$ cat src/sv/path_bounce_depth_gate_macros.svh
// Assertion helpers for the gate's top-level RTL.
`ifndef PATH_BOUNCE_DEPTH_GATE_MACROS_SVH
`define PATH_BOUNCE_DEPTH_GATE_MACROS_SVH

// Same-cycle implication, disabled while reset is low.
`define PBDG_ASSERT_IMPL(label, clk, rst_n, ante, cons, msg) \
  label: assert property (@(posedge clk) disable iff (!rst_n) (ante) |-> (cons)) \
    else $error(msg);

// Next-cycle implication, disabled while reset is low.
`define PBDG_ASSERT_NEXT(label, clk, rst_n, ante, cons, msg) \
  label: assert property (@(posedge clk) disable iff (!rst_n) (ante) |=> (cons)) \
    else $error(msg);

`endif

$ cat src/sv/pbdg_pkg.sv
`timescale 1ns / 1ps

package pbdg_pkg;

  localparam int unsigned EV_W       = 8;
  localparam int unsigned BLOCKED_W  = 6;
  localparam int unsigned NUM_CAT    = 5;
  localparam int unsigned CFG_IDX_W  = 3;

  // Event mask bit positions
  localparam int unsigned EV_DIFFUSE  = 0;
  localparam int unsigned EV_GLOSSY   = 1;
  localparam int unsigned EV_SPECULAR = 2;
  localparam int unsigned EV_REFLECT  = 3;
  localparam int unsigned EV_TRANSMIT = 4;
  localparam int unsigned EV_VOLUME   = 5;

  // Counter categories
  localparam int unsigned CAT_DIFFUSE  = 0;
  localparam int unsigned CAT_GLOSSY   = 1;
  localparam int unsigned CAT_SPECULAR = 2;
  localparam int unsigned CAT_TRANSMIT = 3;
  localparam int unsigned CAT_VOLUME   = 4;

  // event mask bit that belongs to each category
  localparam int unsigned CAT_EV_BIT [NUM_CAT] = '{
    EV_DIFFUSE, EV_GLOSSY, EV_SPECULAR, EV_TRANSMIT, EV_VOLUME
  };

  // Configuration register indexes
  localparam logic [CFG_IDX_W-1:0] REG_DIFFUSE_LIMIT  = 3'd0;
  localparam logic [CFG_IDX_W-1:0] REG_GLOSSY_LIMIT   = 3'd1;
  localparam logic [CFG_IDX_W-1:0] REG_SPECULAR_LIMIT = 3'd2;
  localparam logic [CFG_IDX_W-1:0] REG_TRANSMIT_LIMIT = 3'd3;
  localparam logic [CFG_IDX_W-1:0] REG_VOLUME_LIMIT   = 3'd4;

  typedef enum logic [1:0] {
    ST_OK        = 2'd0,
    ST_BAD_EVENT = 2'd1,
    ST_BAD_COUNT = 2'd2
  } status_t;

  typedef struct packed {
    logic [BLOCKED_W-1:0] blocked;
    status_t              status;
  } verdict_t;

endpackage

$ cat src/sv/path_bounce_depth_gate.sv
`timescale 1ns / 1ps
// An accepted transaction moves from the input register to the result register on out_*.
// Throughput: one transaction per cycle unless out_tready stalls; the input register and
//   the result register each advance when the stage after them is empty or being drained.
// Reset (rst_n, synchronous, active low): both pipeline stages empty, all limits zero.
// The check itself is a single pass of compares and increments between the two registers.

`include "path_bounce_depth_gate_macros.svh"

module path_bounce_depth_gate #(
  parameter int unsigned COUNT_WIDTH = 16
) (
  input  logic                                clk,
  input  logic                                rst_n,
  // configuration write port
  input  logic                                cfg_we,
  input  logic [pbdg_pkg::CFG_IDX_W-1:0]      cfg_index,
  input  logic [COUNT_WIDTH-1:0]              cfg_data,
  // input stream
  input  logic                                in_tvalid,
  output logic                                in_tready,
  // event_mask, diffuse_count, glossy_count, specular_count,
  // transmission_count, volume_count; zero padded to whole bytes
  input  logic [((pbdg_pkg::EV_W + pbdg_pkg::NUM_CAT * COUNT_WIDTH + 7) / 8) * 8 - 1:0]
                                              in_tdata,
  // result stream
  output logic                                out_tvalid,
  input  logic                                out_tready,
  // status, blocked_mask, new_diffuse, new_glossy, new_specular,
  // new_transmission, new_volume; zero padded to whole bytes
  output logic [((2 + pbdg_pkg::BLOCKED_W + pbdg_pkg::NUM_CAT * COUNT_WIDTH + 7) / 8) * 8 - 1:0]
                                              out_tdata
);

  localparam int unsigned IN_BITS  = pbdg_pkg::EV_W + pbdg_pkg::NUM_CAT * COUNT_WIDTH;
  localparam int unsigned OUT_BITS = 2 + pbdg_pkg::BLOCKED_W + pbdg_pkg::NUM_CAT * COUNT_WIDTH;
  localparam int unsigned OUT_W    = ((OUT_BITS + 7) / 8) * 8;

  // ---------------------------------------------------------------------------
  // Limit registers
  // ---------------------------------------------------------------------------
  logic [pbdg_pkg::NUM_CAT-1:0][COUNT_WIDTH-1:0] limits;

  pbdg_cfg_regs #(
    .COUNT_WIDTH (COUNT_WIDTH)
  ) u_cfg (
    .clk       (clk),
    .rst_n     (rst_n),
    .cfg_we    (cfg_we),
    .cfg_index (cfg_index),
    .cfg_data  (cfg_data),
    .limits    (limits)
  );

  // ---------------------------------------------------------------------------
  // Pipeline handshake: stage 1 holds the input transaction, stage 2 the result.
  // Ready ripples back so both stages can be full while the consumer stalls.
  // ---------------------------------------------------------------------------
  logic                s1_valid_r;
  logic                s1_valid_nxt;
  logic [IN_BITS-1:0]  s1_data_r;
  logic                out_valid_r;
  logic                out_valid_nxt;
  logic [OUT_BITS-1:0] out_payload_r;
  logic [OUT_BITS-1:0] out_payload_nxt;
  logic                s2_free;
  logic                s2_load;
  logic                in_fire;

  assign s2_free   = !out_valid_r || out_tready;
  assign s2_load   = s1_valid_r && s2_free;
  assign in_tready = !s1_valid_r || s2_free;
  assign in_fire   = in_tvalid && in_tready;

  always_comb begin
    s1_valid_nxt = s1_valid_r;
    if (in_fire) begin
      s1_valid_nxt = 1'b1;
    end else if (s2_load) begin
      s1_valid_nxt = 1'b0;
    end

    out_valid_nxt = out_valid_r;
    if (s2_load) begin
      out_valid_nxt = 1'b1;
    end else if (out_tready) begin
      out_valid_nxt = 1'b0;
    end
  end

  always_ff @(posedge clk) begin
    if (!rst_n) begin
      s1_valid_r  <= 1'b0;
      out_valid_r <= 1'b0;
    end else begin
      s1_valid_r  <= s1_valid_nxt;
      out_valid_r <= out_valid_nxt;
    end
  end

  // payload registers: no reset needed
  always_ff @(posedge clk) begin
    if (in_fire) begin
      s1_data_r <= in_tdata[IN_BITS-1:0];
    end
    if (s2_load) begin
      out_payload_r <= out_payload_nxt;
    end
  end

  // ---------------------------------------------------------------------------
  // Event and counter check
  // ---------------------------------------------------------------------------
  logic [pbdg_pkg::EV_W-1:0]                     s1_event;
  logic [pbdg_pkg::NUM_CAT-1:0][COUNT_WIDTH-1:0] s1_counts;
  logic [pbdg_pkg::NUM_CAT-1:0][COUNT_WIDTH-1:0] new_counts;
  pbdg_pkg::verdict_t                            verdict;

  assign s1_event  = s1_data_r[pbdg_pkg::EV_W-1:0];
  assign s1_counts = s1_data_r[IN_BITS-1:pbdg_pkg::EV_W];

  pbdg_eval #(
    .COUNT_WIDTH (COUNT_WIDTH)
  ) u_eval (
    .event_mask (s1_event),
    .counts     (s1_counts),
    .limits     (limits),
    .verdict    (verdict),
    .new_counts (new_counts)
  );

  // status sits in the lowest bits, then blocked_mask, then the counters
  assign out_payload_nxt = {new_counts, verdict};

  assign out_tvalid = out_valid_r;
  assign out_tdata  = OUT_W'(out_payload_r);

  // ---------------------------------------------------------------------------
  // Assertions
  // ---------------------------------------------------------------------------
  `PBDG_ASSERT_NEXT(a_in_fire_fills_s1, clk, rst_n, in_fire, s1_valid_r,
    "accepted transaction did not land in the input stage")
  `PBDG_ASSERT_IMPL(a_no_overrun, clk, rst_n,
    s1_valid_r && out_valid_r && !out_tready, !in_tready,
    "input accepted while both stages are full and stalled")
  `PBDG_ASSERT_IMPL(a_error_not_blocked, clk, rst_n,
    out_valid_r && (out_payload_r[1:0] != pbdg_pkg::ST_OK),
    out_payload_r[2 + pbdg_pkg::BLOCKED_W - 1:2] == '0,
    "blocked mask set on an error result")

endmodule

$ cat src/sv/pbdg_cfg_regs.sv
`timescale 1ns / 1ps

module pbdg_cfg_regs #(
  parameter int unsigned COUNT_WIDTH = 16
) (
  input  logic                                          clk,
  input  logic                                          rst_n,
  input  logic                                          cfg_we,
  input  logic [pbdg_pkg::CFG_IDX_W-1:0]                cfg_index,
  input  logic [COUNT_WIDTH-1:0]                        cfg_data,
  output logic [pbdg_pkg::NUM_CAT-1:0][COUNT_WIDTH-1:0] limits
);

  logic [pbdg_pkg::NUM_CAT-1:0][COUNT_WIDTH-1:0] limit_r;
  logic [pbdg_pkg::NUM_CAT-1:0][COUNT_WIDTH-1:0] limit_nxt;

  always_comb begin
    limit_nxt = limit_r;
    if (cfg_we) begin
      unique case (cfg_index)
        pbdg_pkg::REG_DIFFUSE_LIMIT:  limit_nxt[pbdg_pkg::CAT_DIFFUSE]  = cfg_data;
        pbdg_pkg::REG_GLOSSY_LIMIT:   limit_nxt[pbdg_pkg::CAT_GLOSSY]   = cfg_data;
        pbdg_pkg::REG_SPECULAR_LIMIT: limit_nxt[pbdg_pkg::CAT_SPECULAR] = cfg_data;
        pbdg_pkg::REG_TRANSMIT_LIMIT: limit_nxt[pbdg_pkg::CAT_TRANSMIT] = cfg_data;
        pbdg_pkg::REG_VOLUME_LIMIT:   limit_nxt[pbdg_pkg::CAT_VOLUME]   = cfg_data;
        default: ; // unmapped index: write dropped
      endcase
    end
  end

  always_ff @(posedge clk) begin
    if (!rst_n) begin
      limit_r <= '0;
    end else begin
      limit_r <= limit_nxt;
    end
  end

  assign limits = limit_r;

endmodule

$ cat src/sv/pbdg_eval.sv
`timescale 1ns / 1ps

module pbdg_eval #(
  parameter int unsigned COUNT_WIDTH = 16
) (
  input  logic [pbdg_pkg::EV_W-1:0]                     event_mask,
  input  logic [pbdg_pkg::NUM_CAT-1:0][COUNT_WIDTH-1:0] counts,
  input  logic [pbdg_pkg::NUM_CAT-1:0][COUNT_WIDTH-1:0] limits,
  output pbdg_pkg::verdict_t                            verdict,
  output logic [pbdg_pkg::NUM_CAT-1:0][COUNT_WIDTH-1:0] new_counts
);

  localparam int unsigned SUM_W = COUNT_WIDTH + 2;

  logic                               ev_known;
  logic                               ev_ok;
  logic [SUM_W-1:0]                   surf_sum;
  logic                               bad;
  logic [pbdg_pkg::BLOCKED_W-1:0]     blocked;
  logic [pbdg_pkg::NUM_CAT-1:0]       hit;

  always_comb begin
    ev_known = (event_mask != '0) &&
               (event_mask[pbdg_pkg::EV_W-1:pbdg_pkg::BLOCKED_W] == '0);
    // volume must stand alone; surface needs one family and one direction
    if (event_mask[pbdg_pkg::EV_VOLUME]) begin
      ev_ok = ev_known &&
              (event_mask[pbdg_pkg::BLOCKED_W-1:0] ==
               pbdg_pkg::BLOCKED_W'(1 << pbdg_pkg::EV_VOLUME));
    end else begin
      ev_ok = ev_known &&
              $onehot(event_mask[pbdg_pkg::EV_SPECULAR:pbdg_pkg::EV_DIFFUSE]) &&
              $onehot(event_mask[pbdg_pkg::EV_TRANSMIT:pbdg_pkg::EV_REFLECT]);
    end

    surf_sum = SUM_W'(counts[pbdg_pkg::CAT_DIFFUSE]) +
               SUM_W'(counts[pbdg_pkg::CAT_GLOSSY]) +
               SUM_W'(counts[pbdg_pkg::CAT_SPECULAR]);
    bad = SUM_W'(counts[pbdg_pkg::CAT_TRANSMIT]) > surf_sum;

    blocked = '0;
    for (int i = 0; i < pbdg_pkg::NUM_CAT; i++) begin
      hit[i] = event_mask[pbdg_pkg::CAT_EV_BIT[i]];
      if (counts[i] > limits[i]) begin
        bad = 1'b1;
      end
      if (hit[i] && (counts[i] >= limits[i])) begin
        blocked[pbdg_pkg::CAT_EV_BIT[i]] = 1'b1;
      end
    end

    new_counts      = counts;
    verdict.status  = pbdg_pkg::ST_OK;
    verdict.blocked = '0;
    priority if (!ev_ok) begin
      verdict.status = pbdg_pkg::ST_BAD_EVENT;
    end else if (bad) begin
      verdict.status = pbdg_pkg::ST_BAD_COUNT;
    end else if (blocked != '0) begin
      verdict.blocked = blocked;
    end else begin
      // below limit, so no wrap
      for (int i = 0; i < pbdg_pkg::NUM_CAT; i++) begin
        if (hit[i]) begin
          new_counts[i] = counts[i] + COUNT_WIDTH'(1);
        end
      end
    end
  end

endmodule
$ cat config.mk
export PLATFORM = sky130hd
export DESIGN_NAME = path_bounce_depth_gate
export DESIGN_NICKNAME = d
export VERILOG_FILES = /design/src/sv/pbdg_pkg.sv /design/src/sv/path_bounce_depth_gate.sv /design/src/sv/pbdg_cfg_regs.sv /design/src/sv/pbdg_eval.sv
export VERILOG_INCLUDE_DIRS = /design/src /design/src/sv
export SDC_FILE = /design/constraint.sdc
export NUM_CORES = 1
export LEC_CHECK = 0
export BUFFER_PORTS_ARGS = -buffer_cell sky130_fd_sc_hd__buf_4
export CORE_ASPECT_RATIO = 0.8
export CORE_MARGIN = 2
export CORE_UTILIZATION = 30
export DETAILED_ROUTE_END_ITERATION = 6
export PLACE_DENSITY = 0.57
export SLEW_MARGIN = 25
export SYNTH_ARGS = -nofsm -noshare
export SYNTH_HDL_FRONTEND = slang
export SYNTH_SLANG_ARGS = --single-unit
$ cat constraint.sdc
create_clock -name clk -period 5 [get_ports clk]
set_input_delay 0.25 -clock clk [delete_from_list [all_inputs] [get_ports clk]]
set_output_delay 0.25 -clock clk [all_outputs]
set_load 0.03 [all_outputs]
==> results of run 1 <==
stage by stage:
step	setup slack [ns]	power [mW]	utilization [%]
2_1_floorplan	-0.228	3.17	-
3_3_place_gp	-0.743	3.70	37.3
3_5_place_dp	-0.850	3.72	37.3
4_1_cts	-0.517	6.26	43.6
5_1_grt	-0.879	6.50	44.1
6_report	-0.618	6.21	44.1
path summary, 6_finish.rpt:
path                                  from                            end  slack [ns]  cells after the start
max                s1_data_r[24]$_DFFE_PP_        out_tdata[29]$_DFFE_PP_       -0.62                     28
min                             out_tready        out_tvalid$_SDFFE_PN0P_        0.03                      3
max reg2reg        s1_data_r[24]$_DFFE_PP_        out_tdata[29]$_DFFE_PP_       -0.62                     28
min reg2reg  u_cfg.limits[23]$_SDFFE_PN0P_  u_cfg.limits[23]$_SDFFE_PN0P_        0.46                      2
state kept, by name, summed over array words and instances (netlist names):
name / flops
out_tdata: 87
s1_data_r: 88
s1_valid_r: 1
out_tvalid: 1
u_cfg.limits: 80
layout make-up:
cell class | count | area [sq um] | area share, %
clock inverter | 15 | 220 | 1.09
multi-input combinational | 965 | 7380 | 36.4
sequential | 257 | 6900 | 34.0
timing repair buffer | 444 | 3790 | 18.7
tap | 612 | 766 | 3.77
clock buffer | 39 | 836 | 4.12
inverter | 107 | 402 | 1.98
power by group:
group          internal (mW)  switching (mW)
clock network           1.43           0.923
logic                  0.674           0.715
registers               2.38          0.0895
total                   4.48            1.73
synth_stat cells, types with 10 or more instances:
master                     instances
sky130_fd_sc_hd__a21boi_0         83
sky130_fd_sc_hd__a21o_1           11
sky130_fd_sc_hd__a21oi_1          62
sky130_fd_sc_hd__and2_1           10
sky130_fd_sc_hd__and3_1           25
sky130_fd_sc_hd__clkbuf_1         30
sky130_fd_sc_hd__dfxtp_1          82
sky130_fd_sc_hd__edfxtp_1        175
sky130_fd_sc_hd__ha_1            135
sky130_fd_sc_hd__inv_1           107
sky130_fd_sc_hd__nand2_1         237
sky130_fd_sc_hd__nand3_1          42
sky130_fd_sc_hd__nand4_1          50
sky130_fd_sc_hd__nor2_1           45
sky130_fd_sc_hd__nor2b_1          14
sky130_fd_sc_hd__nor3_1           14
sky130_fd_sc_hd__o21ai_0          27
sky130_fd_sc_hd__xnor2_1          91
metal layers:
metal | wire length (um) | vias to the layer above | global-route usage, %
li1 | - | 5745 | -
met1 | 21000 | 5671 | 25.2
met2 | 20600 | 363 | 29.4
met3 | 2650 | 87 | 2.88
met4 | 1360 | 0 | 5.21
met5 | 0 | - | 0
cell families after synthesis:
kind of cell / count (synthesis)
other: 1
buffers and inverters: 145
AND/OR/NAND/NOR: 477
XOR/XNOR: 100
AO/OA/AOI/OAI: 243
multiplexers: 6
flip-flops: 257
adder cells (fa/ha/maj): 138
worst max-delay path, delay by kind of cell, from the launching register on:
family	cells	cell delay, ns
simple gates	7	0.88
buf+inv	4	0.50
xor+xnor	2	0.43
fa+ha+maj	4	1.21
flops	1	0.46
compound gates	11	1.88
repair_timing:
action	4_1_cts	5_1_grt
endpoints found under the hold margin	154	0
hold buffers	105	0
gates resized for setup	136	36
pin swaps	63	39
setup endpoints to repair	86	86
gates cloned	3	0
buffers inserted	13	10
==> reports/results.txt, run 1 <==
crit end category: flip-flop
Post-Synth XOR/XNOR Area: 6.23%
clock slew at the register clock pins of the worst setup and hold paths: 0.06 ns
layout cells sized above 1: 27.9%
Layout Skew: 0.0309 ns
leading area contributor after synthesis: sky130_fd_sc_hd__edfxtp_1
Core Rows: 70
via count of the first global-routing pass: 11609
count of different cell masters after synthesis: 59
Sink Count: 257
initial standard-cell utilization of the core: 30.6%
number of antenna violations at the first check in global routing: 1
pin count of the biggest net entering global routing: 83
die area: 48600 sq um
placed cell areas: 17100 sq um
DP Wirelength: 33.9 mm
most frequent cells in the layout: sky130_fd_sc_hd__buf_4, sky130_fd_sc_hd__nand2_1, sky130_fd_sc_hd__edfxtp_1
Inserted Clock Buffers: 29
Congestion Overflow GR: 0
share of flip-flops with an asynchronous set or reset after synthesis: 0%
compound-gate portion of the synthesized area: 11.7%
Placer Congestion: 0.890
wire length of the first global-routing pass: 67.4 mm
Crit Path Max Fanout: 7
WHS: 0.0331 ns
unrepaired setup endpoints after global routing: true
count of inserted antenna diode cells: 0
number of nets in the synthesized netlist: 1617
Final setup violation count: 86
most used flip-flop cell after synthesis: sky130_fd_sc_hd__edfxtp_1
Synth Area in Adders: 12.4%
routed wire length: 45.6 mm
number of synthesized register bits: 257
share of synthesized area spent on multiplexers: 0.471%
worst-case setup margin in the final layout: -0.618 ns
fill count: 4287
number of hold-slack violations in the final timing report: 0
final period demand of the worst path: 5.62 ns
clock tree root driver cell: sky130_fd_sc_hd__clkbuf_16
most common cell after layout, fill and taps aside: sky130_fd_sc_hd__buf_4
Core Region: 46000 sq um
class of the worst hold path: input pin to flip-flop
number of warnings issued by yosys: 0
non-filler cells in the finished layout: 2439
nets: 2054
EDFF count, synth: 175
height of the die: 198 um
critical-path cell with the highest stage delay: sky130_fd_sc_hd__edfxtp_1
synthesized cell area: 14100 sq um
clock tree from TritonCTS: done
total global routing track utilization: 18.2%
deepest clock path buffer count: 3
DRC violations left: 7
io pins: 202
leakage power total: 8.02 nW
area growth from synthesis to layout: 44.2%
htree depth: 1
actual transition at the worst max-transition pin: 0.895 ns
Period Utilization, post-route: 112%
max capacitance violation total: 0
cell count after synthesis: 1367
Critical Path AT: 5.95 ns
number of design-rule violations left by the first detailed-router iteration: 780
required time of the critical path: 5.34 ns
Pre-Repair DR Iteration Count: 7
count of port buffers added during placement: 200
power density over the cells: 306 nW/um^2
headroom to the max-slew limit: 39.9%
vias per std cell: 4.87
share of synthesized cell area in and, or, nand and nor gates: 16.2%
Avg WL per Cell: 18.7 um
largest cells by area after synthesis: sky130_fd_sc_hd__edfxtp_1, sky130_fd_sc_hd__ha_1, sky130_fd_sc_hd__dfxtp_1
routed vias: 11866
fin area: 20300 sq um
aggregate negative setup slack: -44.57 ns
x dimension of the die: 246 um
maximum vdd drop: 274 uV
maximum frequency from static timing analysis: 0.178 GHz
failing checks: DRC, setup timing
combinational family with the most area after synthesis: simple AND/OR/NAND/NOR gates
start-to-end type of the worst setup path: flip-flop to flip-flop
CP max stage delay: 0.46 ns
Routed Antenna Nets: 0
Seq/Total Area, Yosys: 49.0%
Setup crit start kind: flip-flop
Avg Inst Size Synth: 10.3 sq um
Final Max Slew Viols: 0
number of placed instances with taps included: 2261
clock network latency to the later pin of the worst-skew pair: 0.59 ns
outcome: finished with violations
share of Yosys cell area claimed by the top area cell type: 37.4%
No activity file was read; power rests on OpenSTA's default activity.
==> run 2, diff against run 1 <==
--- a/config.mk
+++ b/config.mk
@@ -15,4 +15,5 @@
 export SLEW_MARGIN = 25
 export SYNTH_ARGS = -nofsm -noshare
 export SYNTH_HDL_FRONTEND = slang
+export SYNTH_HIERARCHICAL = 1
 export SYNTH_SLANG_ARGS = --single-unit
==> constraint.sdc (replaced) <==
create_clock -name clk -period 5 [get_ports clk]
set_input_delay 0.5 -clock clk [delete_from_list [all_inputs] [get_ports clk]]
set_output_delay 0.5 -clock clk [all_outputs]
set_load 0.03 [all_outputs]
==> run 2 against run 1 <==
The flow now finishes without violations. Power shrank 8.5%. Global-route usage shrank 0.78 points. Fmax grew 14%. Critical path depth shrank 5. Die area shrank 2.7%. Clock power shrank 7%. Utilization shrank 4.2 points. Cell area shrank 12%. Cell count shrank 14%. Sequential cell count grew 1. Largest cell class is now registers.
==> reports/results.txt, run 2 <==
part of the power in combinational logic: 17.9%
clock tree root driver cell: sky130_fd_sc_hd__clkbuf_16
pin count of the biggest net entering global routing: 77
Setup crit start kind: flip-flop
deepest clock path buffer count: 3
nets: 1729
Avg WL per Cell: 20.4 um
height of the die: 195 um
clock slew at the register clock pins of the worst setup and hold paths: 0.07 ns
Routed Antenna Nets: 0
share of flip-flops with an asynchronous set or reset after synthesis: 0%
final period demand of the worst path: 4.93 ns
via count of the first global-routing pass: 10123
Placer Congestion: 0.838
class of the worst hold path: input pin to flip-flop
share of total power in sequential cells: 43.6%
number of nets in the synthesized netlist: 1464
Final setup violation count: 0
wire length of the first global-routing pass: 62.7 mm
most common cell after layout, fill and taps aside: sky130_fd_sc_hd__buf_4
R2R cell count: 23
Pre-Repair DR Iteration Count: 5
CP max stage delay: 0.51 ns
leakage power total: 7.30 nW
start-to-end type of the worst setup path: flip-flop to flip-flop
Period Utilization, post-route: 98.6%
Crit Path Max Fanout: 7
synthesized cell area: 13700 sq um
Core Region: 44700 sq um
io pins: 202
layout cells sized above 1: 25.6%
headroom to the max-slew limit: 45.1%
count of port buffers added during placement: 201
internal power contribution: 4.09 mW
fin area: 17800 sq um
routed vias: 10308
kind of cell adding the most delay to the critical path: adder cells
x dimension of the die: 243 um
Layout Skew: 0.0328 ns
cell count after synthesis: 1218
clock network latency to the later pin of the worst-skew pair: 0.58 ns
actual transition at the worst max-transition pin: 0.823 ns
critical-path cell with the highest stage delay: sky130_fd_sc_hd__fa_1
cell types with the highest counts after synthesis: sky130_fd_sc_hd__edfxtp_1, sky130_fd_sc_hd__nand2_1, sky130_fd_sc_hd__ha_1, sky130_fd_sc_hd__inv_1, sky130_fd_sc_hd__dfxtp_1
Critical Path AT: 5.27 ns
Core Rows: 69
die area: 47300 sq um
Congestion Overflow GR: 0
Buf+Inv Stages, Crit Path: 2
most used flip-flop cell after synthesis: sky130_fd_sc_hd__edfxtp_1
share of Yosys cell area claimed by the top area cell type: 38.6%
reg-to-reg critical path endpoint: out_tdata[25]$_DFFE_PP_
relative contribution of the clock network to total power: 38.5%
Post-CTS Hold Buffers: 0
number of synthesized register bits: 258
outcome: finished, final reports clean
power density over the cells: 319 nW/um^2
required time of the critical path: 5.33 ns
largest cells by area after synthesis: sky130_fd_sc_hd__edfxtp_1, sky130_fd_sc_hd__dfxtp_1, sky130_fd_sc_hd__ha_1
Final Max Slew Viols: 0
unrepaired setup endpoints after global routing: true
number of warnings issued by yosys: 6
routed wire length: 43.0 mm
placed cell areas: 16200 sq um
Hold Startpoint: in_tdata[0]
sink of the worst hold path: s1_data_r[0]$_DFFE_PP_
count of inserted antenna diode cells: 0
fill count: 4326
Inserted Clock Buffers: 28
Sink Count: 258
leading area contributor after synthesis: sky130_fd_sc_hd__edfxtp_1
count of different cell masters after synthesis: 60
DP Wirelength: 31.4 mm
clock tree from TritonCTS: done
DRC violations left: 0
WHS: 0.0896 ns
R2R Setup Slk: 0.07 ns
initial standard-cell utilization of the core: 30.6%
number of antenna violations at the first check in global routing: 1
htree depth: 1
cell with the most instances after synthesis: sky130_fd_sc_hd__edfxtp_1
maximum vdd drop: 238 uV
worst r2r src: s1_data_r[25]$_DFFE_PP_
switching fraction of total power: 28.0%
total global routing track utilization: 17.5%
most frequent cells in the layout: sky130_fd_sc_hd__buf_4, sky130_fd_sc_hd__edfxtp_1, sky130_fd_sc_hd__nand2_1
crit end category: flip-flop
maximum frequency from static timing analysis: 0.203 GHz
switching power: 1.59 mW
area growth from synthesis to layout: 30.4%
cell breakdown of the critical path: fa_1 -> ha_2 -> fa_2 -> a211oi_2 -> o211ai_1 -> nand2_1 -> nor2_1 -> o21a_1 -> o21ai_2 -> nand2b_1 -> a21oi_2 -> xor2_2 -> ha_1 -> nand4_1 -> nor3_2 -> o31ai_1 -> nand4b_1 -> nand4_1 -> nand4bb_4 -> buf_12 -> buf_12 -> or2_4 -> mux2_4
Hold Path Stages: 1
Avg Inst Size Synth: 11.2 sq um
Seq/Total Area, Yosys: 50.6%
number of design-rule violations left by the first detailed-router iteration: 687
vias per std cell: 4.89
number of hold-slack violations in the final timing report: 0
max capacitance violation total: 0
EDFF count, synth: 176
## run 2: layout make-up
type / count / area [sq um] / area share, %
sequential: 258 / 6930 / 38.8
clock buffer: 31 / 712 / 3.99
multi-input combinational: 814 / 6700 / 37.5
inverter: 116 / 435 / 2.44
timing repair buffer: 265 / 2080 / 11.7
clock inverter: 20 / 239 / 1.34
tap: 603 / 754 / 4.23
## run 2: worst reg2reg max path, delay by kind of cell, from the launching register on
family,cells,cell delay [ns]
AOI/OAI and AO/OA,6,1.00
adders and majority gates,4,1.37
and+or+nand+nor,9,1.09
DFF,1,0.41
buffers and inverters,2,0.32
muxes,1,0.30
xor gates and xnor gates,1,0.20
## run 2: worst max-delay path by stage
stage,startpoint,endpoint,slack [ns],cells after the start
6_report,s1_data_r[25]$_DFFE_PP_,out_tdata[25]$_DFFE_PP_,0.07,23
5_1_grt,s1_data_r[25]$_DFFE_PP_,out_tdata[25]$_DFFE_PP_,-0.16,23
4_1_cts,s1_data_r[9]$_DFFE_PP_,out_tdata[25]$_DFFE_PP_,0.01,22
3_5_place_dp,s1_data_r[9]$_DFFE_PP_,out_tdata[53]$_DFFE_PP_,-0.30,22
3_3_place_gp,s1_data_r[9]$_DFFE_PP_,out_tdata[38]$_DFFE_PP_,-0.16,22
2_1_floorplan,s1_data_r[9]$_DFFE_PP_,out_tdata[44]$_DFFE_PP_,0.18,23
## run 2: power by group through the flow
stage	sequential [mW]	combinational, mW	clock, mW
3_3_place_gp	2.53	0.921	0
3_5_place_dp	2.52	0.940	0
4_1_cts	2.48	0.963	2.24
5_1_grt	2.49	1.11	2.33
6_report	2.48	1.02	2.19
2_1_floorplan	2.56	0.493	0
## run 2: cell families (layout without fill, tap and decap cells)
group           after synthesis  in the layout  share of synthesized area (%)
mux                          86             86                           6.34
xor+xnor                     82             82                           5.25
compound gates              130            130                           5.83
flops                       258            258                           50.6
buf+inv                     147            432                           4.76
other cells                   1              1                         0.0274
fa+ha+maj                   134            134                           13.2
simple gates                380            381                           13.9
## run 2: metal layers
layer  vias to the layer above  GRT usage [%]  share of wire (%)
met5                         -              0                  0
met4                         0           3.70                2.2
met3                        51           2.91                6.1
met2                       327           27.0                 45
met1                      5023           25.6                 47
li1                       4907              -                  -
## run 2: repair_timing
action	CTS	global route
pin swaps	3	41
endpoints found under the setup margin	74	85
resized for setup	10	76
setup buffers	3	6
cloned	1	2
## run 2: stage by stage
stage / total power [mW] / instances / setup slack, ns / TNS [ns] / util [%]
after global routing: 5.93 / 2107 / -0.162 / -6.08 / 39.9
after detailed placement: 3.46 / 2043 / -0.296 / -10.24 / 36.2
after floorplan: 3.05 / 1218 / 0.179 / 0 / -
final: 5.69 / 2107 / 0.0677 / 0 / 39.9
after CTS: 5.69 / 2098 / 0.0101 / 0 / 38.5
after global placement: 3.45 / 2043 / -0.160 / -5.16 / 36.2
